### src/hdl/slfe_pkg.sv
// ----------------------------------------------------------------------------
// slfe_pkg
// shared types and constants of the sync/length frame extractor
// ----------------------------------------------------------------------------
package slfe_pkg;

   localparam int BYTE_WIDTH        = 8;
   localparam int CSR_INDEX_WIDTH   = 1;
   localparam int REMAIN_WIDTH      = 17;
   localparam int HEADER_POS_WIDTH  = 3;

   localparam logic [BYTE_WIDTH-1:0] SYNC_FIRST_RESET  = 8'h55;
   localparam logic [BYTE_WIDTH-1:0] SYNC_SECOND_RESET = 8'h66;

   // header is eight bytes, trailer two, so a frame is ten plus length
   localparam logic [HEADER_POS_WIDTH-1:0] HEADER_LAST_POS = 3'd7;
   localparam logic [HEADER_POS_WIDTH-1:0] SECOND_SYNC_POS = 3'd2;
   localparam logic [HEADER_POS_WIDTH-1:0] LEN_LOW_POS     = 3'd3;
   localparam logic [HEADER_POS_WIDTH-1:0] LEN_HIGH_POS    = 3'd4;
   localparam logic [REMAIN_WIDTH-1:0]     TRAILER_BYTES   = 17'd2;

   // register indexes
   localparam logic [CSR_INDEX_WIDTH-1:0] CSR_SYNC_FIRST  = 1'd0;
   localparam logic [CSR_INDEX_WIDTH-1:0] CSR_SYNC_SECOND = 1'd1;

   // result queue
   localparam int QUEUE_DEPTH       = 4;
   localparam int QUEUE_PTR_WIDTH   = $clog2(QUEUE_DEPTH);
   localparam int QUEUE_LEVEL_WIDTH = $clog2(QUEUE_DEPTH + 1);

   typedef struct packed {
      logic [BYTE_WIDTH-1:0] data;
      logic                  first;
      logic                  last;
      logic                  run_last;
   } result_type;

   typedef struct packed {
      logic [1:0] count;
      result_type r0;
      result_type r1;
   } parse_out_type;

   typedef struct packed {
      logic [QUEUE_LEVEL_WIDTH-1:0] level;
      logic                         room;
   } queue_status_type;

endpackage

### src/hdl/slfe_parser.sv
// ----------------------------------------------------------------------------
// slfe_parser
// sync hunt and frame length tracking, up to two results per byte
// ----------------------------------------------------------------------------
module slfe_parser
   import slfe_pkg::*;
(
   input  logic                  clock,
   input  logic                  reset,
   input  logic                  fire,
   input  logic [BYTE_WIDTH-1:0] rx_byte,
   input  logic [BYTE_WIDTH-1:0] sync_first,
   input  logic [BYTE_WIDTH-1:0] sync_second,
   output parse_out_type         parse_out
);

   typedef enum logic [1:0] {
      PH_HUNT,
      PH_FIRST,
      PH_HEADER,
      PH_BODY
   } phase_type;

   phase_type                   phase_ff, phase_in;
   logic [HEADER_POS_WIDTH-1:0] pos_ff, pos_in;
   logic [BYTE_WIDTH-1:0]       len_low_ff, len_low_in;
   logic [REMAIN_WIDTH-1:0]     remain_ff, remain_in;
   logic [REMAIN_WIDTH-1:0]     remain_hdr;

   always_comb begin
      phase_in   = phase_ff;
      pos_in     = pos_ff;
      len_low_in = len_low_ff;
      remain_in  = remain_ff;
      remain_hdr = remain_ff;
      parse_out  = '0;
      case (phase_ff)
         PH_HUNT: begin
            if (rx_byte == sync_first) begin
               phase_in = PH_FIRST;
            end
         end
         PH_FIRST: begin
            // second-byte test first, so equal sync bytes commit
            if (rx_byte == sync_second) begin
               parse_out.count = 2'd2;
               parse_out.r0    = '{data: sync_first, first: 1'b1, last: 1'b0,
                                   run_last: 1'b0};
               parse_out.r1    = '{data: rx_byte, first: 1'b0, last: 1'b0,
                                   run_last: 1'b1};
               phase_in = PH_HEADER;
               pos_in   = SECOND_SYNC_POS;
            end else if (rx_byte != sync_first) begin
               phase_in = PH_HUNT;
            end
         end
         PH_HEADER: begin
            parse_out.count = 2'd1;
            parse_out.r0    = '{data: rx_byte, first: 1'b0, last: 1'b0,
                                run_last: 1'b1};
            if (pos_ff == LEN_LOW_POS) begin
               len_low_in = rx_byte;
            end
            if (pos_ff == LEN_HIGH_POS) begin
               remain_hdr = {1'b0, rx_byte, len_low_ff};
            end
            if (pos_ff == HEADER_LAST_POS) begin
               remain_in = remain_hdr + TRAILER_BYTES;
               pos_in    = '0;
               phase_in  = PH_BODY;
            end else begin
               remain_in = remain_hdr;
               pos_in    = pos_ff + 3'd1;
            end
         end
         PH_BODY: begin
            parse_out.count = 2'd1;
            if (remain_ff <= 17'd1) begin
               parse_out.r0 = '{data: rx_byte, first: 1'b0, last: 1'b1,
                                run_last: 1'b1};
               remain_in    = '0;
               phase_in     = PH_HUNT;
            end else begin
               parse_out.r0 = '{data: rx_byte, first: 1'b0, last: 1'b0,
                                run_last: 1'b1};
               remain_in    = remain_ff - 17'd1;
            end
         end
         default: begin
            phase_in = PH_HUNT;
         end
      endcase
   end

   always_ff @(posedge clock) begin
      if (reset) begin
         phase_ff   <= PH_HUNT;
         pos_ff     <= '0;
         len_low_ff <= '0;
         remain_ff  <= '0;
      end else if (fire) begin
         phase_ff   <= phase_in;
         pos_ff     <= pos_in;
         len_low_ff <= len_low_in;
         remain_ff  <= remain_in;
      end
   end

endmodule

### src/hdl/slfe_result_queue.sv
// ----------------------------------------------------------------------------
// slfe_result_queue
// small result register queue, up to two writes and one read per cycle
// ----------------------------------------------------------------------------
module slfe_result_queue
   import slfe_pkg::*;
(
   input  logic             clock,
   input  logic             reset,
   input  logic             push,
   input  parse_out_type    parse_out,
   input  logic             pop,
   output result_type       head,
   output logic             not_empty,
   output queue_status_type status
);

   result_type                   entry_ff [QUEUE_DEPTH];
   logic [QUEUE_PTR_WIDTH-1:0]   wr_ptr_ff, wr_ptr_in;
   logic [QUEUE_PTR_WIDTH-1:0]   rd_ptr_ff;
   logic [QUEUE_LEVEL_WIDTH-1:0] level_ff, level_in;
   logic [QUEUE_LEVEL_WIDTH-1:0] push_n;
   logic [QUEUE_PTR_WIDTH-1:0]   wr_ptr_next;

   assign push_n      = push ? QUEUE_LEVEL_WIDTH'(parse_out.count) : '0;
   assign wr_ptr_next = wr_ptr_ff + QUEUE_PTR_WIDTH'(1);
   assign wr_ptr_in   = wr_ptr_ff + QUEUE_PTR_WIDTH'(push_n);
   assign level_in    = level_ff + push_n - QUEUE_LEVEL_WIDTH'(pop);

   assign head          = entry_ff[rd_ptr_ff];
   assign not_empty     = (level_ff != '0);
   assign status.level  = level_ff;
   // room for the two results of a commit
   assign status.room   = (level_ff <= QUEUE_LEVEL_WIDTH'(QUEUE_DEPTH - 2));

   always_ff @(posedge clock) begin
      if (push && (parse_out.count != 2'd0)) begin
         entry_ff[wr_ptr_ff] <= parse_out.r0;
      end
      if (push && (parse_out.count == 2'd2)) begin
         entry_ff[wr_ptr_next] <= parse_out.r1;
      end
   end

   always_ff @(posedge clock) begin
      if (reset) begin
         wr_ptr_ff <= '0;
         rd_ptr_ff <= '0;
         level_ff  <= '0;
      end else begin
         wr_ptr_ff <= wr_ptr_in;
         level_ff  <= level_in;
         if (pop) begin
            rd_ptr_ff <= rd_ptr_ff + QUEUE_PTR_WIDTH'(1);
         end
      end
   end

endmodule

### src/hdl/sync_length_frame_extractor.sv
// ----------------------------------------------------------------------------
// sync_length_frame_extractor
// two-byte sync hunt and length-field deframer for a received byte stream
// ----------------------------------------------------------------------------
//  channel  ports                    moves
//  req      req_valid/req_ready      one received byte per transaction
//  rsp      rsp_valid/rsp_ready      one frame byte with first/last/run marks
//  csr      csr_wr_en/index/wdata    write of sync_first or sync_second
//
//  one byte is taken per cycle while the queue has room; it is held in the input register,
//  then the parser turns it into 0, 1 or 2 results in the four-entry queue
//  a result appears on rsp in the cycle after parsing at the earliest
//  reset is synchronous and returns the hunt state and default sync bytes
//  the input register waits while the queue has fewer than two free entries
// ----------------------------------------------------------------------------
module sync_length_frame_extractor
   import slfe_pkg::*;
(
   input  logic                       clock,
   input  logic                       reset,
   // input byte channel
   input  logic                       req_valid,
   output logic                       req_ready,
   input  logic [BYTE_WIDTH-1:0]      req_rx_byte,
   // result channel
   output logic                       rsp_valid,
   input  logic                       rsp_ready,
   output logic [BYTE_WIDTH-1:0]      rsp_frame_byte,
   output logic                       rsp_frame_first,
   output logic                       rsp_frame_last,
   output logic                       rsp_run_last,
   // register write port
   input  logic                       csr_wr_en,
   input  logic [CSR_INDEX_WIDTH-1:0] csr_index,
   input  logic [BYTE_WIDTH-1:0]      csr_wdata
);

   // sync registers
   logic [BYTE_WIDTH-1:0] sync_first_ff;
   logic [BYTE_WIDTH-1:0] sync_second_ff;

   // input register
   logic                  in_valid_ff;
   logic [BYTE_WIDTH-1:0] in_byte_ff;

   logic             fire;
   logic             pop;
   parse_out_type    parse_out;
   result_type       head;
   queue_status_type q_status;

   always_ff @(posedge clock) begin
      if (reset) begin
         sync_first_ff  <= SYNC_FIRST_RESET;
         sync_second_ff <= SYNC_SECOND_RESET;
      end else if (csr_wr_en) begin
         case (csr_index)
            CSR_SYNC_FIRST:  sync_first_ff  <= csr_wdata;
            CSR_SYNC_SECOND: sync_second_ff <= csr_wdata;
            default: begin
            end
         endcase
      end
   end

   // byte moves on to the parser only when the queue can take a commit pair
   assign fire      = in_valid_ff && q_status.room;
   assign req_ready = !in_valid_ff || fire;

   always_ff @(posedge clock) begin
      if (reset) begin
         in_valid_ff <= 1'b0;
      end else if (req_ready) begin
         in_valid_ff <= req_valid;
      end
   end

   // payload register, no reset
   always_ff @(posedge clock) begin
      if (req_valid && req_ready) begin
         in_byte_ff <= req_rx_byte;
      end
   end

   slfe_parser u_parser (
      .clock       (clock),
      .reset       (reset),
      .fire        (fire),
      .rx_byte     (in_byte_ff),
      .sync_first  (sync_first_ff),
      .sync_second (sync_second_ff),
      .parse_out   (parse_out)
   );

   assign pop = rsp_valid && rsp_ready;

   slfe_result_queue u_queue (
      .clock     (clock),
      .reset     (reset),
      .push      (fire),
      .parse_out (parse_out),
      .pop       (pop),
      .head      (head),
      .not_empty (rsp_valid),
      .status    (q_status)
   );

   assign rsp_frame_byte  = head.data;
   assign rsp_frame_first = head.first;
   assign rsp_frame_last  = head.last;
   assign rsp_run_last    = head.run_last;

   // ---------------------------------------------------------------- checks

   // queue never overfills
   a_level_bound: assert property (@(posedge clock) disable iff (reset)
      q_status.level <= QUEUE_LEVEL_WIDTH'(QUEUE_DEPTH))
      else $error("result queue level above depth");

   // the held first sync byte is never the end of a byte's run
   a_first_not_run_end: assert property (@(posedge clock) disable iff (reset)
      rsp_valid && rsp_frame_first |-> !rsp_run_last)
      else $error("first sync result marked as run end");

   // a frame end is always the only result of its byte
   a_last_is_run_end: assert property (@(posedge clock) disable iff (reset)
      rsp_valid && rsp_frame_last |-> rsp_run_last && !rsp_frame_first)
      else $error("frame end without run end");

   // nothing is offered right after reset
   a_empty_after_reset: assert property (@(posedge clock)
      $past(reset) |-> !rsp_valid && !in_valid_ff)
      else $error("result pending right after reset");

endmodule

### config.mk
export PLATFORM = sky130hd
export DESIGN_NAME = sync_length_frame_extractor
export DESIGN_NICKNAME = d
export VERILOG_FILES = /design/src/hdl/slfe_pkg.sv /design/src/hdl/slfe_parser.sv /design/src/hdl/slfe_result_queue.sv /design/src/hdl/sync_length_frame_extractor.sv
export SDC_FILE = /design/constraint.sdc
export NUM_CORES = 1
export LEC_CHECK = 0
export BUFFER_PORTS_ARGS = -buffer_cell sky130_fd_sc_hd__buf_4
export CAP_MARGIN = 20
export CELL_PAD_IN_SITES_DETAIL_PLACEMENT = 0
export CELL_PAD_IN_SITES_GLOBAL_PLACEMENT = 1
export CORE_ASPECT_RATIO = 0.8
export CORE_MARGIN = 2
export CORE_UTILIZATION = 48
export CTS_CLUSTER_DIAMETER = 30
export CTS_CLUSTER_SIZE = 8
export DETAILED_ROUTE_END_ITERATION = 6
export HOLD_SLACK_MARGIN = 0.1
export PLACE_DENSITY_LB_ADDON = 0.25
export REMOVE_ABC_BUFFERS = 1
export SKIP_CTS_REPAIR_TIMING = 1
export SLEW_MARGIN = 25
export SYNTH_ARGS = -nofsm -noshare
export SYNTH_HDL_FRONTEND = slang
export SYNTH_SLANG_ARGS = --single-unit
### constraint.sdc
create_clock -name clock -period 3.7 [get_ports clock]
set_input_delay 0.37 -clock clock [delete_from_list [all_inputs] [get_ports clock]]
set_output_delay 0.37 -clock clock [all_outputs]
set_load 0.02 [all_outputs]
==> impl_metrics.yaml <==
sta:
  rsz0062_at_grt: "no"
  relSlewSlack_pct: 46.4
  clock.fmax_mhz: 348
  min_period_ns: 2.87
  setup_viol: 0
  setup_ws_ns: 0.830
  finalCritPeriodShare_pct: 77.6
  hold_viol: 0
  tightest_slew_ns: 0.803
  fin_skew_ns: 0.0104
  setup_tns_ns: 0
  maxSlewViolCount: 0
global_route:
  gr-total-overflow: 0
  antenna_found_initial: 0
  grt_pass1_vias: 4527
  grt_pass1_wl_um: 24500
  grt_usage_pct: 24.3
  grt_max_degree: 57
synth:
  synth_top_cell_by_area: "edfxtp_1"
  synthArstFlopShare_pct: 0
  yosysSeqAreaShare_pct: 45.0
  synth.area.top_cells: "edfxtp_1 (23%), dfxtp_1 (22%), nand2_1 (4.3%)"
  ys_types: 64
  syn_inst: 609
  synth_area_per_cell_um2: 9.51
  synthFlopType: "dfxtp_1"
  synth_top_area_share_pct: 22.8
  synth_edf_count: 44
  yosys_warnings: 0
  ys_ff_latch: 108
  syn_area_um2: 5790
critical_path:
  cp.required_ns: 3.92
  worstRegToRegCells: 9
  arrival_ns: 3.09
  cp_max_fo: 8
  startpoint_type: "flop"
  worstSetupPathType: "flop to flop"
  critPathCaptureType: "flop"
clock_tree:
  clock_path_buffers: 2
  cts_max_level: 3
  root_buffer: "clkbuf_16"
  numCtsBuffers: 9
  worstSkewPairLatency_ns: 0.35
  clock_sinks: 108
  cts_tree: "built"
  clkTransAtPathRegs_ns: 0.07
floorplan:
  core-area_um2: 11600
  rows: 35
  die_w_um: 127
  initial_core_util_pct: 49.7
  die_h_um: 102
  pin_count: 35
  die-area_um2: 13000
routing:
  drt_iter0_markers: 397
  drc_errors: 0
  first_pass_iters: 5
  wl_per_cell_um: 19.4
  drt_wl_total_um: 14900
  antenna_left: 0
  vias: 4691
  viasPerCell: 6.12
placed_design:
  routabilityCongestion: 0.889
  dp_slack_ns: 0.833
  dp.cells: 751
  port_buffers: 34
  detailed_place_hpwl_um: 10500
power:
  p_per_area_nw_per_um2: 440
  fin_total_pwr_w: 0.00279
  ir_worst_vdd_mv: 0.320
  p_leak_nw: 2.19
layout:
  syn2layout_area_growth_pct: 9.70
  diodes: 0
  final_cell_mix: "nand2_1 (66), dfxtp_1 (64), nor2_1 (60), edfxtp_1 (44), buf_4 (42)"
  fillers: 1052
  fin_util_pct: 54.5
  fin_nets: 648
  stdcell_count: 767
  drive_gt1_share_pct: 13.4
  mostFrequentLayoutCell: "nand2_1"
flow_run:
  drv_cap: 0
min_path:
  whs_path_depth: 1
  min_path_type: "input port to flop"
status:
  outcome: "finished, final reports clean"
==> state kept, by name, summed over array words and instances, names as in the netlist, 2 cells and up, named ones only <==
| name | count |
|---|---|
| u_queue.wr_ptr_ff | 2 |
| u_queue.rd_ptr_ff | 2 |
| u_parser.remain_ff | 17 |
| in_byte_ff | 8 |
| u_parser.len_low_ff | 8 |
| sync_second_ff | 8 |
| u_queue.level_ff | 3 |
| u_queue.entry_ff | 44 |
| sync_first_ff | 8 |
| u_parser.pos_ff | 3 |
==> critical path, cell delays in order, from the launching register on <==
cell and delay (ns):
edfxtp_1 0.56, xor2_1 0.22, nor4_1 0.35, and4b_1 0.48, inv_4 0.14, ha_1 0.30, inv_1 0.05, fa_1 0.42
xnor2_1 0.17, nor2_1 0.05
==> stage by stage <==
stage	cell area [um^2]	hold slack, ns
after floorplan	5560	0.432
after global placement	6060	0.449
after detailed placement	6060	0.462
after CTS	6350	0.188
after global routing	6350	0.189
final	6350	0.196
==> metal layers <==
layer  GRT usage [%]  routed length [um]  up-vias
met1            36.0                7340     2290
met2            37.1                6430      166
met4            5.41                 138        0
met5               0                   0        -
met3            4.97                1010       16
li1                -                   -     2219
==> cells by family after synthesis <==
| logic type | Yosys count | share of synthesized area (%) |
|---|---|---|
| and+or+nand+nor | 224 | 19.2 |
| AOI/OAI and AO/OA | 138 | 16.1 |
| DFF | 108 | 45.0 |
| buffers and inverters | 69 | 5.38 |
| xor gates and xnor gates | 37 | 5.60 |
| muxes | 21 | 6.03 |
| adders and majority gates | 12 | 2.72 |
==> path summary, 6_finish.rpt <==
path	from	endpoint	slack (ns)
max	in_byte_ff[0]	u_queue.level_ff[2]	0.83
min	req_rx_byte[1]	in_byte_ff[1]	0.20
max reg2reg	in_byte_ff[0]	u_queue.level_ff[2]	0.83
min reg2reg	u_queue.entry_ff[0][2]	u_queue.entry_ff[0][2]	0.48
==> power breakdown <==
| group | switching, W | total (W) | internal [W] | leakage [nW] |
|---|---|---|---|---|
| logic | 0.000206 | 0.000441 | 0.000235 | 1.16 |
| registers | 0.000101 | 0.00139 | 0.00128 | 0.894 |
| clock network | 0.000442 | 0.000968 | 0.000526 | 0.143 |
==> cell type report <==
cell class                 count  area, um^2  share of cell area, %
clock buffer                  10         229                   3.61
sequential                   108        2600                   41.0
inverter                      21        81.3                   1.28
multi-input combinational    432        2880                   45.3
timing repair buffer          42         315                   4.96
clock inverter                 6        62.6                  0.985
tap                          148         185                   2.92
==> cells in the mapped netlist (9+ instances only) <==
library cell	n
nor2_1	60
a22oi_1	17
nand3_1	23
mux2i_1	9
mux4_2	11
ha_1	11
buf_2	12
a32o_1	14
inv_1	19
dfxtp_1	64
nor3_1	13
clkbuf_1	25
nand2_1	66
a21oi_1	39
o21ai_0	28
xnor2_1	15
edfxtp_1	44
xor2_1	22
(Power assumes the default switching activity.)
